<file path="src/assert_macros.svh">
// assertion macros shared by the cell collision rtl
`ifndef ASSERT_MACROS_SVH
`define ASSERT_MACROS_SVH

// checked only while out of reset
`define LBC_ASSERT(label, clk, rst_n, prop) \
  label: assert property (@(posedge clk) disable iff (!rst_n) prop) \
    else $error("lbc assertion failed");

// checked at every edge, reset included
`define LBC_ASSERT_ALWAYS(label, clk, prop) \
  label: assert property (@(posedge clk) prop) else $error("lbc assertion failed");

`endif

</file>
<file path="src/lbc_pkg.sv">
// shared types, constants and helper functions of the d2q9 cell collision
`timescale 1ns / 1ps
package lbc_pkg;

  localparam int DATA_W        = 32;
  localparam int RHO_W         = 35;
  localparam int RR_W          = 18;
  localparam int OMEGA_BITS    = 16;
  localparam int FRAC_BITS_DEF = 16;
  localparam int NUM_DIR       = 9;
  localparam int SAT_W         = 72;

  localparam logic [RR_W-1:0] RR_RESET = 18'd65536;

  localparam logic signed [SAT_W-1:0] SAT_HI = 72'sh0000000007fffffff;
  localparam logic signed [SAT_W-1:0] SAT_LO = -72'sh000000000080000000;

  typedef enum logic [1:0] {
    KIND_FLUID = 2'd0,
    KIND_WALL  = 2'd1,
    KIND_FIXED = 2'd2,
    KIND_SPARE = 2'd3
  } cell_kind_e;

  typedef enum logic [3:0] {
    DIR_REST = 4'd0,
    DIR_EAST = 4'd1,
    DIR_NORTH = 4'd2,
    DIR_WEST = 4'd3,
    DIR_SOUTH = 4'd4,
    DIR_NE = 4'd5,
    DIR_NW = 4'd6,
    DIR_SW = 4'd7,
    DIR_SE = 4'd8
  } dir_e;

  function automatic logic signed [DATA_W-1:0] sat32(input logic signed [SAT_W-1:0] v);
    logic signed [DATA_W-1:0] r;
    if (v > SAT_HI) begin
      r = SAT_HI[DATA_W-1:0];
    end else if (v < SAT_LO) begin
      r = SAT_LO[DATA_W-1:0];
    end else begin
      r = v[DATA_W-1:0];
    end
    return r;
  endfunction

  // lattice direction dotted with the velocity, y pointing down
  function automatic logic signed [DATA_W+1:0] proj(input dir_e d,
                                                     input logic signed [DATA_W-1:0] ux,
                                                     input logic signed [DATA_W-1:0] uy);
    logic signed [DATA_W+1:0] x;
    logic signed [DATA_W+1:0] y;
    logic signed [DATA_W+1:0] r;
    x = (DATA_W+2)'(ux);
    y = (DATA_W+2)'(uy);
    case (d)
      DIR_EAST:  r = x;
      DIR_NORTH: r = -y;
      DIR_WEST:  r = -x;
      DIR_SOUTH: r = y;
      DIR_NE:    r = x - y;
      DIR_NW:    r = -x - y;
      DIR_SW:    r = -x + y;
      DIR_SE:    r = x + y;
      default:   r = '0;
    endcase
    return r;
  endfunction

endpackage

</file>
<file path="src/lbc_div.sv">
// pipelined restoring divider, one quotient bit per stage, for momentum over density
`timescale 1ns / 1ps
module lbc_div #(
  parameter int FRAC_BITS = lbc_pkg::FRAC_BITS_DEF
) (
  input  logic                                 clk_i,
  input  logic [lbc_pkg::RHO_W-1:0]            num_i,
  input  logic [lbc_pkg::RHO_W-1:0]            den_i,
  input  logic                                 neg_i,
  output logic signed [lbc_pkg::DATA_W-1:0]    q_o
);
  import lbc_pkg::*;

  localparam int STAGES = FRAC_BITS + 1;
  localparam int RW     = RHO_W + FRAC_BITS + 1;
  localparam int QW     = FRAC_BITS + 1;

  logic [RW-1:0]    rem_q [STAGES];
  logic [RHO_W-1:0] den_q [STAGES];
  logic [QW-1:0]    quo_q [STAGES];
  logic             neg_q [STAGES];

  for (genvar j = 0; j < STAGES; j++) begin : g_stage
    logic [RW-1:0]    rem_in;
    logic [RHO_W-1:0] den_in;
    logic [QW-1:0]    quo_in;
    logic             neg_in;
    logic [RW-1:0]    trial;
    logic             ge;

    if (j == 0) begin : g_first
      assign rem_in = RW'(num_i) << FRAC_BITS;
      assign den_in = den_i;
      assign quo_in = '0;
      assign neg_in = neg_i;
    end else begin : g_next
      assign rem_in = rem_q[j-1];
      assign den_in = den_q[j-1];
      assign quo_in = quo_q[j-1];
      assign neg_in = neg_q[j-1];
    end

    assign trial = RW'(den_in) << (FRAC_BITS - j);
    assign ge    = rem_in >= trial;

    always_ff @(posedge clk_i) begin
      rem_q[j] <= ge ? (rem_in - trial) : rem_in;
      den_q[j] <= den_in;
      quo_q[j] <= quo_in | (QW'(ge) << (FRAC_BITS - j));
      neg_q[j] <= neg_in;
    end
  end

  assign q_o = neg_q[STAGES-1] ? -DATA_W'(quo_q[STAGES-1]) : DATA_W'(quo_q[STAGES-1]);

endmodule

</file>
<file path="config.mk">
export PLATFORM = sky130hd
export DESIGN_NAME = lbc_div
export DESIGN_NICKNAME = d
export VERILOG_FILES = /design/src/assert_macros.svh /design/src/lbc_pkg.sv /design/src/lbc_div.sv
export SDC_FILE = /design/constraint.sdc
export NUM_CORES = 2
export LEC_CHECK = 0
export BUFFER_PORTS_ARGS = -buffer_cell sky130_fd_sc_hd__buf_2
export CORE_ASPECT_RATIO = 0.8
export CORE_MARGIN = 1
export CORE_UTILIZATION = 45
export CTS_CLUSTER_DIAMETER = 40
export DETAILED_ROUTE_END_ITERATION = 7
export PLACE_DENSITY_LB_ADDON = 0.05
export SLEW_MARGIN = 20
export SYNTH_ARGS = -nofsm -noshare
export SYNTH_HDL_FRONTEND = slang
export SYNTH_SLANG_ARGS = --single-unit
</file>
<file path="constraint.sdc">
create_clock -name clk_i -period 3.7 [get_ports clk_i]
set_input_delay 0.37 -clock clk_i [delete_from_list [all_inputs] [get_ports clk_i]]
set_output_delay 0.37 -clock clk_i [all_outputs]
set_load 0.005 [all_outputs]
</file>
Word level (Yosys, flattened, before mapping) --
Memory sizes are Yosys's and may differ from the RTL's. Index checks and enable logic that the tools add are counted.
Word-level totals: input bits 72, register bits after elaboration 0, output and inout port bits 32, word-level logic and storage cells 73, bits in writable memories 1785, memories kept 4
Memories:
- rem_q | words 17, width 52, rd ports 16, clocked after Yosys merged registers in 0, write ports 17, RTL line lbc_div.sv:18 | logic [RW-1:0] rem_q [STAGES];
- den_q | words 17, width 35, rd ports 16, clocked after Yosys merged registers in 0, write ports 17, RTL line lbc_div.sv:19 | logic [RHO_W-1:0] den_q [STAGES];
- quo_q | words 17, width 17, rd ports 17, clocked after Yosys merged registers in 0, write ports 17, RTL line lbc_div.sv:20 | logic [QW-1:0] quo_q [STAGES];
- neg_q | words 17, width 1, rd ports 17, clocked after Yosys merged registers in 0, write ports 17, RTL line lbc_div.sv:21 | logic neg_q [STAGES];
Operators by class: magnitude comparators 17, bitwise gates (word level) 16, muxes and demuxes 18, add/subtract/negate cells 18
Operator list (number):
- 2-to-1 mux 52 bit | 17
- >= comparator 52 x 35 -> 1 bit | 1
- >= comparator 52 x 36 -> 1 bit | 1
- >= comparator 52 x 37 -> 1 bit | 1
- >= comparator 52 x 38 -> 1 bit | 1
- >= comparator 52 x 39 -> 1 bit | 1
- >= comparator 52 x 40 -> 1 bit | 1
- >= comparator 52 x 41 -> 1 bit | 1
- >= comparator 52 x 42 -> 1 bit | 1
- >= comparator 52 x 43 -> 1 bit | 1
- >= comparator 52 x 44 -> 1 bit | 1
- >= comparator 52 x 45 -> 1 bit | 1
- >= comparator 52 x 46 -> 1 bit | 1
- >= comparator 52 x 47 -> 1 bit | 1
- >= comparator 52 x 48 -> 1 bit | 1
- >= comparator 52 x 49 -> 1 bit | 1
- >= comparator 52 x 50 -> 1 bit | 1
- subtractor 51 x 51 -> 52 bit | 1
- subtractor 52 x 35 -> 52 bit | 1
- subtractor 52 x 36 -> 52 bit | 1
- subtractor 52 x 37 -> 52 bit | 1
- subtractor 52 x 38 -> 52 bit | 1
- subtractor 52 x 39 -> 52 bit | 1
- subtractor 52 x 40 -> 52 bit | 1
- other kinds (29) | 29

Depth between registers and ports, before layout --
An unclocked memory read counts as a cell.
word-level depth 3, depth in mapped cells 16, depth with buffers taken out 14

Least setup slack after synthesis --
Ideal clock, no wire load.
path type reg2reg, start point mem den_q[0][10], end point mem rem_q[0][102] (netlist bit), slack 0.321 ns, buffers on the path 0, required time 3.579 ns, cell stages (with the launch flop) 13, setup time 0.121 ns, data arrival time 3.258 ns, period minus slack after synthesis 3.379 ns, cell sequence dfxtp_1 -> inv_1 -> ha_1 -> a21o_1 -> a211o_1 -> or3_1 -> o32ai_4 -> and3_1 -> o21ai_1 -> a311o_1 -> a31o_1 -> a311oi_2 -> mux2_2
RTL lines (RTL line):
- start, declared | lbc_div.sv:19
- end, declared | lbc_div.sv:18

==> results by group <==
Logic synthesis
  • Simple-gate share of the synthesized area: 14.20%
  • Top_reg_cell synth: dfxtp_1
  • Synth warnings: 0
  • Register area share after synthesis: approximately two fifths
  • Largest family of logic cells by synthesized area: compound AO/OA/AOI/OAI gates
  • Post-synthesis register bit count: 1,426
  • Count of cell types in the netlist: 86
  • Mux contribution to synthesized area: 1.877%
  • Syn Nets: 8,971
  • FFs w/ async S/R, synth: 0%
  • Syn_area_per_cell: between 8 and 9 um^2
  • Synth Area in Compound Gates: 20.12%
  • Post-Synth Adder-Cell Area: 10.82%
  • Netlist Area Pre-Place: slightly above 0.07 mm^2
  • Post-synth EDFFs: 0
  • Mapped Cells: 8,288
  • Xor/xnor share of the synthesized area: around 7.7%

Flow run
  • Max-cap violations: 0

Power and ir drop
  • Internal power: 47.69 mW
  • PD cells: 972.6 mW/mm^2
  • Switching part of the total: 40.99%
  • Switch Pwr: 33.13 mW
  • Clock network fraction of total power: 23.2%
  • VDD IR max: 576.0 uV
  • Sequential power share: 30.3%
  • Leak Pwr: 38.09 nW
  • Power share of the combinational group: 46.5%

Placed design
  • Post-place instance area: 0.07559 mm^2
  • Place WS: -0.1335 ns
  • GPL Wtd Cong: 0.9398
  • Placed instance count: roughly 10,000
  • Hpwl dp: 165,800 um
  • Port bufs: roughly 100

Global routing
  • Grt ovf: 0
  • Vias in the first global route: 55,770
  • Global-route wire length before repair: between 300,000 and 400,000 um
  • Largest net degree at the start of global routing: 70
  • Initial antenna violation count: 11
  • Total track usage: 25.48%

Setup path
  • Crit Path Class: register to register
  • Critical Path Source Type: register
  • CP Max Fanout: 4
  • CP delay by family, top: compound AO/OA/AOI/OAI gates
  • Delay of the slowest critical-path stage: 0.43 ns
  • CP endpoint kind: register
  • RR Startpoint: den_q[0][10]
  • Crit path launch: den_q[0][10]
  • Data required, critical path: 4.38 ns
  • Worst path bufs/invs: 1
  • Reg2reg setup slack: around 0.11 ns
  • Crit path depth: 12
  • Crit path arrival time: 4.28 ns
  • Worst reg2reg path depth: 12
  • R2R Path End: rem_q[0][102]
  • Crit-path cells: inv_1, ha_1, a21o_1, a211o_1, or3_1, o32ai_4, and3_1, o21ai_1, a311o_1, a31o_1, a311oi_2, mux2_2
  • Slowest-stage cell, CP: a311o_1
  • Critical Path Sink: rem_q[0][102]

Drt
  • Drt first pass iters: 6
  • Avg Vias per Cell: approximately 5.4
  • Via count: 58,860
  • Routed Antenna Nets: 0
  • WL final: around 210,000 um
  • Starting DRT DRC Count: 5,240
  • Wirelength per Cell: 19.45 um
  • Drt drc: 0

Floorplan
  • Die X: 448.5 um
  • Core region area: 0.1576 mm^2
  • Die area: between 0.15 and 0.2 mm^2
  • Starting Density: about 46%
  • Chip Height: 359.2 um
  • FP Rows: 130
  • I/O pin count: 104

Timing
  • Worst setup margin: 0.1086 ns
  • FMAX: between 200 and 300 MHz
  • Final setup viols: 0
  • Slew HR: between 30% and 40%
  • RSZ-0062 raised after global routing: yes
  • Fin. Hold Viols: 0
  • Slew at the pin closest to its max-slew limit: 0.9508 ns
  • Final Max Tran Viols: 0
  • Minimum clock period: 3.591 ns
  • Final period util: 97.07%
  • Clock skew: 0.02108 ns
  • Setup TNS: 0 ns

Min path
  • Min-Delay Path Class: input port to register
  • Hold path startpoint: neg_i
  • Hold path cells: 2

Status
  • Outcome: complete, no violations

Finish
  • Share of cells above drive strength 1: 9.634%
  • Final core utilization: 52.72%
  • Fin nets: between 9,000 and 10,000
  • Area grow syn2layout: 15.76%
  • Post-Layout Cell Count: 10,830
  • Final Cell Area: just over 0.08 mm^2

Clocking
  • Clk root buf: clkbuf_16
  • H-tree Lvls: 4
  • Worst-Skew Late Latency: 0.81 ns
  • CTS tree: done
  • CTS sink cnt: 1,426
  • Clock buffer depth: 3
  • Clock slew at reported path FFs: ~0.060 ns
  • Num CTS Buffers: 185
==> cells in the mapped netlist, drive strengths merged, types with 17 or more instances <==
master | n | area, um^2
o21a | 93 | 698.2
nand2b | 71 | 444.2
a21oi | 815 | 4083
xnor2 | 359 | 3144
buf | 41 | 186.4
clkbuf | 249 | 934.7
nor3 | 123 | 615.6
dfxtp | 1426 | 28550
o21bai | 84 | 630.6
a2111oi | 19 | 166.4
a31oi | 87 | 544.3
nor4 | 68 | 431.7
and4 | 19 | 166.4
nor2b | 75 | 469.2
or2 | 28 | 175.2
or3 | 51 | 319.1
and3 | 55 | 344.1
and2 | 45 | 281.5
nor2 | 609 | 2286
xor2 | 273 | 2391
mux2 | 117 | 1318
o21ai | 473 | 2371
o31ai | 46 | 345.3
inv | 754 | 2830
o211ai | 36 | 270.3
a21o | 365 | 2740
or4 | 20 | 150.1
nand3 | 178 | 890.9
a211o | 17 | 148.9
a211oi | 57 | 427.9
ha | 595 | 7445
nand2 | 596 | 2237
nand4 | 135 | 844.6
o31a | 22 | 192.7
a21boi | 25 | 187.7
==> kinds of logic after synthesis <==
family	after synthesis
AOI/OAI and AO/OA	2318
adders and majority gates	611
and+or+nand+nor	2137
DFF	1426
buffers and inverters	1044
xor gates and xnor gates	632
muxes	120
==> layout make-up <==
| type | instances | area (um^2) |
|---|---|---|
| repair buffers | 373 | 2924 |
| multi-input cells | 5818 | 39490 |
| flip-flops and latches | 1426 | 28550 |
| clock buffers | 213 | 4896 |
| clock inverters | 135 | 1755 |
| diodes | 2 | 5.005 |
| inverters | 754 | 2830 |
| fillers | 14650 | 74520 |
| well taps | 2112 | 2643 |
==> per-layer routing <==
metal | global-route usage [%] | share of wire, %
met3 | 3.783 | 6.1
met2 | 34.25 | 38
met1 | 40.98 | 54
met4 | 6.735 | 2.5
met5 | 0 | 0
==> power by group through the flow <==
| stage | Sequential [mW] | Combinational, mW | Clock, mW |
|---|---|---|---|
| after floorplan | 22.4 | 27.7 | 0 |
| after global placement | 24.7 | 36.6 | 0 |
| after detailed placement | 24.5 | 36.6 | 0 |
| after CTS | 24.3 | 37.0 | 19.2 |
| after global routing | 24.9 | 41.6 | 19.9 |
| final | 24.5 | 37.5 | 18.8 |
==> sequential cells by signal, indices dropped and copies added, names as in the netlist <==
register,cells
den_q,560
neg_q,17
quo_q,153
rem_q,696
==> through the flow <==
stage | hold slack (ns) | power [mW]
2_1_floorplan | 0.3096 | 50.02
3_3_place_gp | 0.3099 | 61.30
3_5_place_dp | 0.3121 | 61.10
4_1_cts | 0.1344 | 80.59
5_1_grt | 0.1726 | 86.39
6_report | 0.1960 | 80.81
==> repair_timing <==
item,4_1_cts,5_1_grt
resized for setup,1,28
setup endpoints to repair,35,102
hold buffers,71,0
setup buffers,0,3
pin swaps,0,10
cloned,0,0
endpoints found under the hold margin,71,0
==> layout by cell type, fill, tap and decap left out, drive strengths merged, types with 87 or more instances in the layout <==
master / count
xor2: 273
a31oi: 87
nor2: 609
a21oi: 815
nand3: 178
mux2: 117
nand2: 596
nand4: 135
ha: 595
xnor2: 359
clkbuf: 213
o21a: 93
dfxtp: 1426
inv: 801
nor3: 123
buf: 302
o21ai: 473
a21o: 365
==> worst min-delay path by stage <==
stage | endpoint | slack (ns)
after floorplan | neg_q[10] | 0.31
after CTS | neg_q[0] | 0.13
after detailed placement | neg_q[11] | 0.31
after global routing | neg_q[0] | 0.17
after global placement | quo_q[9][13] | 0.31
final | neg_q[0] | 0.20
No activity file was read; power rests on OpenSTA's default activity.
