`src/assert_macros.svh`:
```
// assertion macros shared by the cell collision rtl
`ifndef ASSERT_MACROS_SVH
`define ASSERT_MACROS_SVH

// checked only while out of reset
`define LBC_ASSERT(label, clk, rst_n, prop) \
  label: assert property (@(posedge clk) disable iff (!rst_n) prop) \
    else $error("lbc assertion failed");

// checked at every edge, reset included
`define LBC_ASSERT_ALWAYS(label, clk, prop) \
  label: assert property (@(posedge clk) prop) else $error("lbc assertion failed");

`endif

```
`src/lbc_pkg.sv`:
```
// shared types, constants and helper functions of the d2q9 cell collision
`timescale 1ns / 1ps
package lbc_pkg;

  localparam int DATA_W        = 32;
  localparam int RHO_W         = 35;
  localparam int RR_W          = 18;
  localparam int OMEGA_BITS    = 16;
  localparam int FRAC_BITS_DEF = 16;
  localparam int NUM_DIR       = 9;
  localparam int SAT_W         = 72;

  localparam logic [RR_W-1:0] RR_RESET = 18'd65536;

  localparam logic signed [SAT_W-1:0] SAT_HI = 72'sh0000000007fffffff;
  localparam logic signed [SAT_W-1:0] SAT_LO = -72'sh000000000080000000;

  typedef enum logic [1:0] {
    KIND_FLUID = 2'd0,
    KIND_WALL  = 2'd1,
    KIND_FIXED = 2'd2,
    KIND_SPARE = 2'd3
  } cell_kind_e;

  typedef enum logic [3:0] {
    DIR_REST = 4'd0,
    DIR_EAST = 4'd1,
    DIR_NORTH = 4'd2,
    DIR_WEST = 4'd3,
    DIR_SOUTH = 4'd4,
    DIR_NE = 4'd5,
    DIR_NW = 4'd6,
    DIR_SW = 4'd7,
    DIR_SE = 4'd8
  } dir_e;

  function automatic logic signed [DATA_W-1:0] sat32(input logic signed [SAT_W-1:0] v);
    logic signed [DATA_W-1:0] r;
    if (v > SAT_HI) begin
      r = SAT_HI[DATA_W-1:0];
    end else if (v < SAT_LO) begin
      r = SAT_LO[DATA_W-1:0];
    end else begin
      r = v[DATA_W-1:0];
    end
    return r;
  endfunction

  // lattice direction dotted with the velocity, y pointing down
  function automatic logic signed [DATA_W+1:0] proj(input dir_e d,
                                                     input logic signed [DATA_W-1:0] ux,
                                                     input logic signed [DATA_W-1:0] uy);
    logic signed [DATA_W+1:0] x;
    logic signed [DATA_W+1:0] y;
    logic signed [DATA_W+1:0] r;
    x = (DATA_W+2)'(ux);
    y = (DATA_W+2)'(uy);
    case (d)
      DIR_EAST:  r = x;
      DIR_NORTH: r = -y;
      DIR_WEST:  r = -x;
      DIR_SOUTH: r = y;
      DIR_NE:    r = x - y;
      DIR_NW:    r = -x - y;
      DIR_SW:    r = -x + y;
      DIR_SE:    r = x + y;
      default:   r = '0;
    endcase
    return r;
  endfunction

endpackage

```
`src/lbc_lane.sv`:
```
// one direction lane: equilibrium and bgk relaxation of a single population
`timescale 1ns / 1ps
module lbc_lane #(
  parameter int            FRAC_BITS = lbc_pkg::FRAC_BITS_DEF,
  parameter lbc_pkg::dir_e DIR       = lbc_pkg::DIR_REST,
  parameter int            WEIGHT    = 0
) (
  input  logic                              clk_i,
  input  logic [lbc_pkg::RR_W-1:0]          relax_rate_i,
  input  logic signed [lbc_pkg::DATA_W-1:0] ux_i,
  input  logic signed [lbc_pkg::DATA_W-1:0] uy_i,
  input  logic [lbc_pkg::RHO_W-1:0]         rho_i,
  input  logic signed [lbc_pkg::DATA_W-1:0] f_i,
  input  logic                              wall_i,
  input  logic signed [lbc_pkg::DATA_W-1:0] usq_i,
  output logic signed [lbc_pkg::DATA_W-1:0] new_o
);
  import lbc_pkg::*;

  localparam int RWP_W = RHO_W + FRAC_BITS + 1;
  localparam logic [FRAC_BITS:0]     W_FX    = (FRAC_BITS+1)'(WEIGHT);
  localparam logic signed [39:0]     ONE40   = 40'sd1 <<< FRAC_BITS;
  localparam logic signed [63:0]     FEQ_RND = (64'sd1 <<< FRAC_BITS) - 64'sd1;
  localparam logic signed [51:0]     DP_RND  = (52'sd1 <<< OMEGA_BITS) - 52'sd1;

  logic signed [DATA_W-1:0] eu_q, eu2_q, rw_q, rw3_q, poly_q;
  logic [RWP_W-1:0]         rwp_q;
  logic signed [63:0]       esqp_q, feqp_q;
  logic signed [32:0]       diff_q;
  logic signed [51:0]       dp_q;
  logic signed [DATA_W-1:0] f1_q, f2_q, f3_q, f4_q, f5_q, f6_q;
  logic                     w1_q, w2_q, w3_q, w4_q, w5_q, w6_q;

  logic [RWP_W-1:0]         rws;
  logic signed [DATA_W-1:0] esq_s;
  logic signed [39:0]       poly_sum;
  logic signed [63:0]       feq_adj;
  logic signed [DATA_W-1:0] feq;
  logic signed [51:0]       dp_adj;
  logic signed [51:0]       nf_sum;

  always_comb begin
    rws      = rwp_q >> FRAC_BITS;
    esq_s    = sat32(SAT_W'(esqp_q >>> FRAC_BITS));
    poly_sum = ONE40 + 40'sd3 * 40'(eu2_q) + ((40'sd9 * 40'(esq_s)) >>> 1)
               - ((40'sd3 * 40'(usq_i)) >>> 1);
    feq_adj  = feqp_q + ((feqp_q < 64'sd0) ? FEQ_RND : 64'sd0);
    feq      = sat32(SAT_W'(feq_adj >>> FRAC_BITS));
    dp_adj   = dp_q + ((dp_q < 52'sd0) ? DP_RND : 52'sd0);
    nf_sum   = (dp_adj >>> OMEGA_BITS) + 52'(f6_q);
  end

  always_ff @(posedge clk_i) begin
    eu_q   <= sat32(SAT_W'(proj(DIR, ux_i, uy_i)));
    rwp_q  <= RWP_W'(rho_i) * RWP_W'(W_FX);
    f1_q   <= f_i;
    w1_q   <= wall_i;

    esqp_q <= 64'(eu_q) * 64'(eu_q);
    rw_q   <= sat32(SAT_W'(signed'({1'b0, rws})));
    eu2_q  <= eu_q;
    f2_q   <= f1_q;
    w2_q   <= w1_q;

    poly_q <= sat32(SAT_W'(poly_sum));
    rw3_q  <= rw_q;
    f3_q   <= f2_q;
    w3_q   <= w2_q;

    feqp_q <= 64'(rw3_q) * 64'(poly_q);
    f4_q   <= f3_q;
    w4_q   <= w3_q;

    diff_q <= 33'(feq) - 33'(f4_q);
    f5_q   <= f4_q;
    w5_q   <= w4_q;

    dp_q   <= 52'(diff_q) * 52'(signed'({1'b0, relax_rate_i}));
    f6_q   <= f5_q;
    w6_q   <= w5_q;
  end

  assign new_o = w6_q ? f6_q : sat32(SAT_W'(nf_sum));

endmodule

```
`config.mk`:
```
export PLATFORM = sky130hd
export DESIGN_NAME = lbc_lane
export DESIGN_NICKNAME = d
export VERILOG_FILES = /design/src/assert_macros.svh /design/src/lbc_pkg.sv /design/src/lbc_lane.sv
export SDC_FILE = /design/constraint.sdc
export NUM_CORES = 2
export LEC_CHECK = 0
export ABC_AREA = 0
export BUFFER_PORTS_ARGS = -buffer_cell sky130_fd_sc_hd__buf_4
export CAP_MARGIN = 10
export CELL_PAD_IN_SITES_DETAIL_PLACEMENT = 1
export CELL_PAD_IN_SITES_GLOBAL_PLACEMENT = 1
export CORE_MARGIN = 10
export CORE_UTILIZATION = 45
export CTS_BUF_LIST = sky130_fd_sc_hd__clkbuf_4 sky130_fd_sc_hd__clkbuf_8
export CTS_CLUSTER_SIZE = 28
export DETAILED_ROUTE_END_ITERATION = 10
export HOLD_SLACK_MARGIN = 0.1
export PLACE_DENSITY = 0.84
export SLEW_MARGIN = 25
export SYNTH_ARGS = -nofsm -noshare
export SYNTH_HDL_FRONTEND = slang
export SYNTH_SLANG_ARGS = --single-unit
```
`constraint.sdc`:
```
create_clock -name clk_i -period 21.9 [get_ports clk_i]
set_clock_uncertainty 0.05 [all_clocks]
set_input_delay 4.38 -clock clk_i [delete_from_list [all_inputs] [get_ports clk_i]]
set_output_delay 4.38 -clock clk_i [all_outputs]
set_load 0.05 [all_outputs]
```
### Yosys cells after proc, flatten, opt, wreduce, memory -nomap -nowiden

Cells that the tools add are included.

* add/sub/neg operators: 3
* $mul: 1
* $lt $le $gt $ge: 3
* mux-type cells: 4

Operators with widths (count)
* $mux 32: 3
* $add 52x17->52: 1
* $lt 52x1->1 const B: 1
* $mul 33x19->52: 1
* $add 36x32->37: 1
* $gt 37x32->1 const B: 1
* $lt 37x32->1 const B: 1
* $sub 1x32->33 const A: 1
* $mux 16: 1

* bits in registers: 283
* input port bits: 183
* word-level logic and storage cells: 25

### Depth between registers and ports, before layout

* depth in word-level cells: 8
* mapped depth: 26
* gate-level depth less buffers: 24

### Worst setup path before layout

OpenSTA, ideal clock, no wires.

* kind: input -> register
* start point: in relax_rate_i[4] in the netlist's numbering
* end point: reg dp_q[50]
* library setup time: 72 ps
* data arrival time: 10256 ps
* setup slack: 11522 ps
* stages on the path: 22
* cells stage by stage: clkbuf_1 > nand2_1 > fa_1 > inv_1 > fa_1 > inv_1 > fa_1 > fa_1 > fa_1 > inv_1 > fa_1 > ha_1 > a21o_1 > a211o_1 > a221o_1 > a31oi_1 > a2bb2oi_1 > a41oi_1 > o21ai_0 > nand2b_1 > a221oi_1 > xnor2_1

* longest elaborated chain between the ends: 1

RTL lines
* start, declared: RTL line lbc_lane.sv:9 `input logic [lbc_pkg::RR_W-1:0] relax_rate_i,`
* $mul 33x19->52: RTL line lbc_lane.sv:78 `dp_q <= 52'(diff_q) * 52'(signed'({1'b0, relax_rate_i}));`
* end signal, assigned: RTL line lbc_lane.sv:78
* end, declared: RTL line lbc_lane.sv:30 `logic signed [51:0] dp_q;`

Every way passes these cells.

### Worst setup path after layout

* start point: reg dp_q[51]
* end point: out new_o[12] in the netlist's numbering

* longest elaborated chain between the ends: 8
* elaborated cells on any way between the ends: 9

RTL lines
* $lt 52x1->1: RTL line lbc_lane.sv:49 `dp_adj = dp_q + ((dp_q < 52'sd0) ? DP_RND : 52'sd0);`
* $mux 16: RTL line lbc_lane.sv:49
* $add 52x17->52 (*): RTL line lbc_lane.sv:49
* $add 36x32->37 (*): RTL line lbc_lane.sv:50 `nf_sum = (dp_adj >>> OMEGA_BITS) + 52'(f6_q);`
* $lt 37x32->1: RTL line lbc_pkg.sv:41 `end else if (v < SAT_LO) begin`
* $mux 32: RTL line lbc_pkg.sv:41
* $mux 32 (*): RTL line lbc_pkg.sv:39 `if (v > SAT_HI) begin`
* $mux 32 (*): RTL line lbc_lane.sv:83 `assign new_o = w6_q ? f6_q : sat32(SAT_W'(nf_sum));`
* end, declared: RTL line lbc_lane.sv:16 `output logic signed [lbc_pkg::DATA_W-1:0] new_o`

Mark *: on every way between the ends. The rest lies on a longest branch, timed or not.

==> impl_metrics.env <==
export IMPL_outcome="finished clean"
export IMPL_wl_mm=85.3
export IMPL_hpwl_mm=65.1
export IMPL_grt_max_degree=34
export IMPL_initial_core_util=0.456
export IMPL_ys_top_cells_by_area="fa_1 (38%), dfxtp_1 (19%), ha_1 (7.6%)"
export IMPL_numCtsBuffers=37
export IMPL_drt_initial_drc_count=1112
export IMPL_h_tree_depth=2
export IMPL_hold_viol_final=0
export IMPL_fin_crit_ps=12250
export IMPL_viasPerCell=5.43
export IMPL_gp_congestion=0.892
export IMPL_cts_hold_buf=0
export IMPL_rows=94
export IMPL_fill_cells=7456
export IMPL_yosysWarnings=0
export IMPL_grt_pass1_vias=25800
export IMPL_clock_latency_ps=540
export IMPL_fp_dieH_um=279
export IMPL_clk_pin_slew_ps=70
export IMPL_cts_setup_buffers=0
export IMPL_dpl_cell_count=3965
export IMPL_worstMarginPinSlew_ps=1110
export IMPL_yosys_area_top_type_share=0.382
export IMPL_grtUsageTotal=0.222
export IMPL_wl_per_cell_um=21.2
export IMPL_synth_area_per_cell_um2=9.63
export IMPL_die_w_um=279
export IMPL_pin_count=215
export IMPL_post_route_util=0.489
export IMPL_path_class="reg -> out"
export IMPL_synthesis_area_mm2=0.0301
export IMPL_cts_sinks=282
export IMPL_layout_nets=4081
export IMPL_diodes=0
export IMPL_fmax_ghz=0.0817
export IMPL_ys_seq_area_frac=0.188
export IMPL_via_count=21900
export IMPL_cts_tree="yes"
export IMPL_synth_cells=3126
export IMPL_final_antenna_net_count=0
export IMPL_portBuffers=83
export IMPL_async_flop_share=0
export IMPL_critPathMaxFanout=17
export IMPL_synthToLayoutAreaGrowth_pct=7.29
export IMPL_start_kind="flop"
export IMPL_root_buffer="clkbuf_8"
export IMPL_finalSetupTns_ps=0
export IMPL_whs_ps=272
export IMPL_worstSetupEndpointType="output port"
export IMPL_syn_num_nets=4067
export IMPL_hold_path_class="reg -> reg"
export IMPL_slew_viol_final=0
export IMPL_min_delay_start="f1_q[30]"
export IMPL_design_core_area_mm2=0.0660
export IMPL_synth_flop_cell="dfxtp_1"
export IMPL_antenna_found_initial=1
export IMPL_ys_ff_latch=282
export IMPL_finalNonFillerCells=4032
export IMPL_grt_overflow_total=0
export IMPL_die_area_mm2=0.0776
export IMPL_slew_headroom=0.262
export IMPL_seq_area_mm2=0.00565
export IMPL_grt_pass1_wl_mm=137
export IMPL_startpoint="dp_q[51]"
export IMPL_crit_arrival_ps=7820
export IMPL_final_period_utilization=0.559
export IMPL_ctsResizeCount=0
export IMPL_drc_errors=0
export IMPL_dr_pass1_iters=5
export IMPL_maxCapViolCount=0
export IMPL_yosysUniqueCellTypes=81
export IMPL_multi_input_area_mm2=0.0217
export IMPL_synth_area_leader_cell="fa_1"
export IMPL_drive_above_1_share=0.0628
export IMPL_crit_required_ps=17470
export IMPL_rsz0062_at_grt="false"
export IMPL_clock_path_buffers=3
export IMPL_synth_edf_count=0
export IMPL_worstReg2RegStart="diff_q[7]"
export IMPL_setup_viol=0
==> cells by family (layout without fill, tap and decap cells) <==
family,Yosys count,count (layout),synth area share
AOI/OAI and AO/OA,321,321,0.0759
buffers and inverters,735,777,0.0927
and+or+nand+nor,885,885,0.143
muxes,2,2,0.000707
adders and majority gates,758,758,0.458
xor gates and xnor gates,143,143,0.0416
DFF,282,282,0.188
==> per-stage QoR <==
stage / setup WS, ps / instance area, um2
3_5_place_dp: 10360 / 31500
3_3_place_gp: 10500 / 31500
4_1_cts: 9820 / 32300
5_1_grt: 9280 / 32300
2_1_floorplan: 11520 / 30100
6_report: 9650 / 32300
==> synthesized netlist by cell type, types with 6 or more instances <==
cell	count
and2_1	250
o21ai_0	42
and3_1	14
nand2b_1	8
nand2_1	431
a21o_1	47
ha_1	184
o221a_2	6
o21bai_1	15
nand4_1	14
inv_1	603
nor3_1	20
xnor2_1	91
or3_1	8
nor2b_1	7
a211oi_1	9
nor4_1	6
nor2_1	65
a21oi_1	84
o21a_1	12
fa_1	574
o211ai_1	7
and4_1	9
xor2_1	52
o31ai_1	6
nand3_1	32
a31oi_1	9
o221a_1	20
dfxtp_1	282
clkbuf_1	122
==> sequential cells by signal, summed over array words and instances, names as in the netlist <==
signal,cells
dp_q,52
diff_q,32
f1_q,32
f2_q,32
f3_q,32
f4_q,32
f5_q,32
f6_q,32
w1_q,1
w2_q,1
w3_q,1
w4_q,1
w5_q,1
w6_q,1
==> area by class of cell <==
cell class              instances  area share
well taps                     864      0.0335
repair buffers                107      0.0249
flip-flops and latches        282       0.175
multi-input cells            2109       0.671
clock inverters                10     0.00325
inverters                     603      0.0701
clock buffers                  57      0.0222
==> final timing paths <==
path	end	slack, ps	cells after the start
worst max register to register	dp_q[49]	14160	21
worst max-delay path	new_o[12]	9650	22
worst min register to register	f2_q[30]	270	0
worst min-delay path	f2_q[30]	270	0
==> routing by layer <==
metal / vias to the layer above / routed length [um] / global-route usage
met5: - / 0 / 0
met4: 0 / 3750 / 0.0952
met3: 238 / 3490 / 0.0262
met2: 589 / 45800 / 0.416
met1: 11500 / 32300 / 0.250
li1: 9573 / - / -
==> worst max-delay path, stage by stage (launching register included) <==
cell and delay (ps):
dfxtp_1 920, ha_1 400, a21o_1 190, a21o_1 180, a211oi_1 390, o2111ai_1 190, a31oi_1 220, buf_4 200
nand2b_1 330, nor2_1 200, and3_1 240, xor2_1 150, ha_1 430, nand4_1 160, or2_1 330, nor4_4 480
nor4_1 110, nor4b_2 460, o311ai_1 300, o31ai_2 720, o21ai_0 230, o21ai_1 200, buf_4 230
==> placed cells by master, fill, tap and decap left out, types with 5 or more instances in the layout <==
cell type and n:
inv_1 602, fa_1 574, nand2_1 431, dfxtp_1 282, and2_1 250, ha_1 184
buf_4 107, xnor2_1 91, a21oi_1 83, nor2_1 65, xor2_1 52, a21o_1 47
clkbuf_8 46, o21ai_0 42, nand3_1 32, nor3_1 20, o221a_1 20, o21bai_1 15
nand4_1 14, and3_1 14, o21a_1 12, clkbuf_4 11, a211oi_1 9, a31oi_1 9
and4_1 9, nand2b_1 8, or3_1 8, nor2b_1 7, o211ai_1 7, nor4_1 6
o31ai_1 6, o221a_2 6, clkinv_2 6, o2111ai_1 5, a211o_1 5
Power is not shown: default switching activity piles up to over one toggle a cycle in this logic, so the estimate is an artifact.
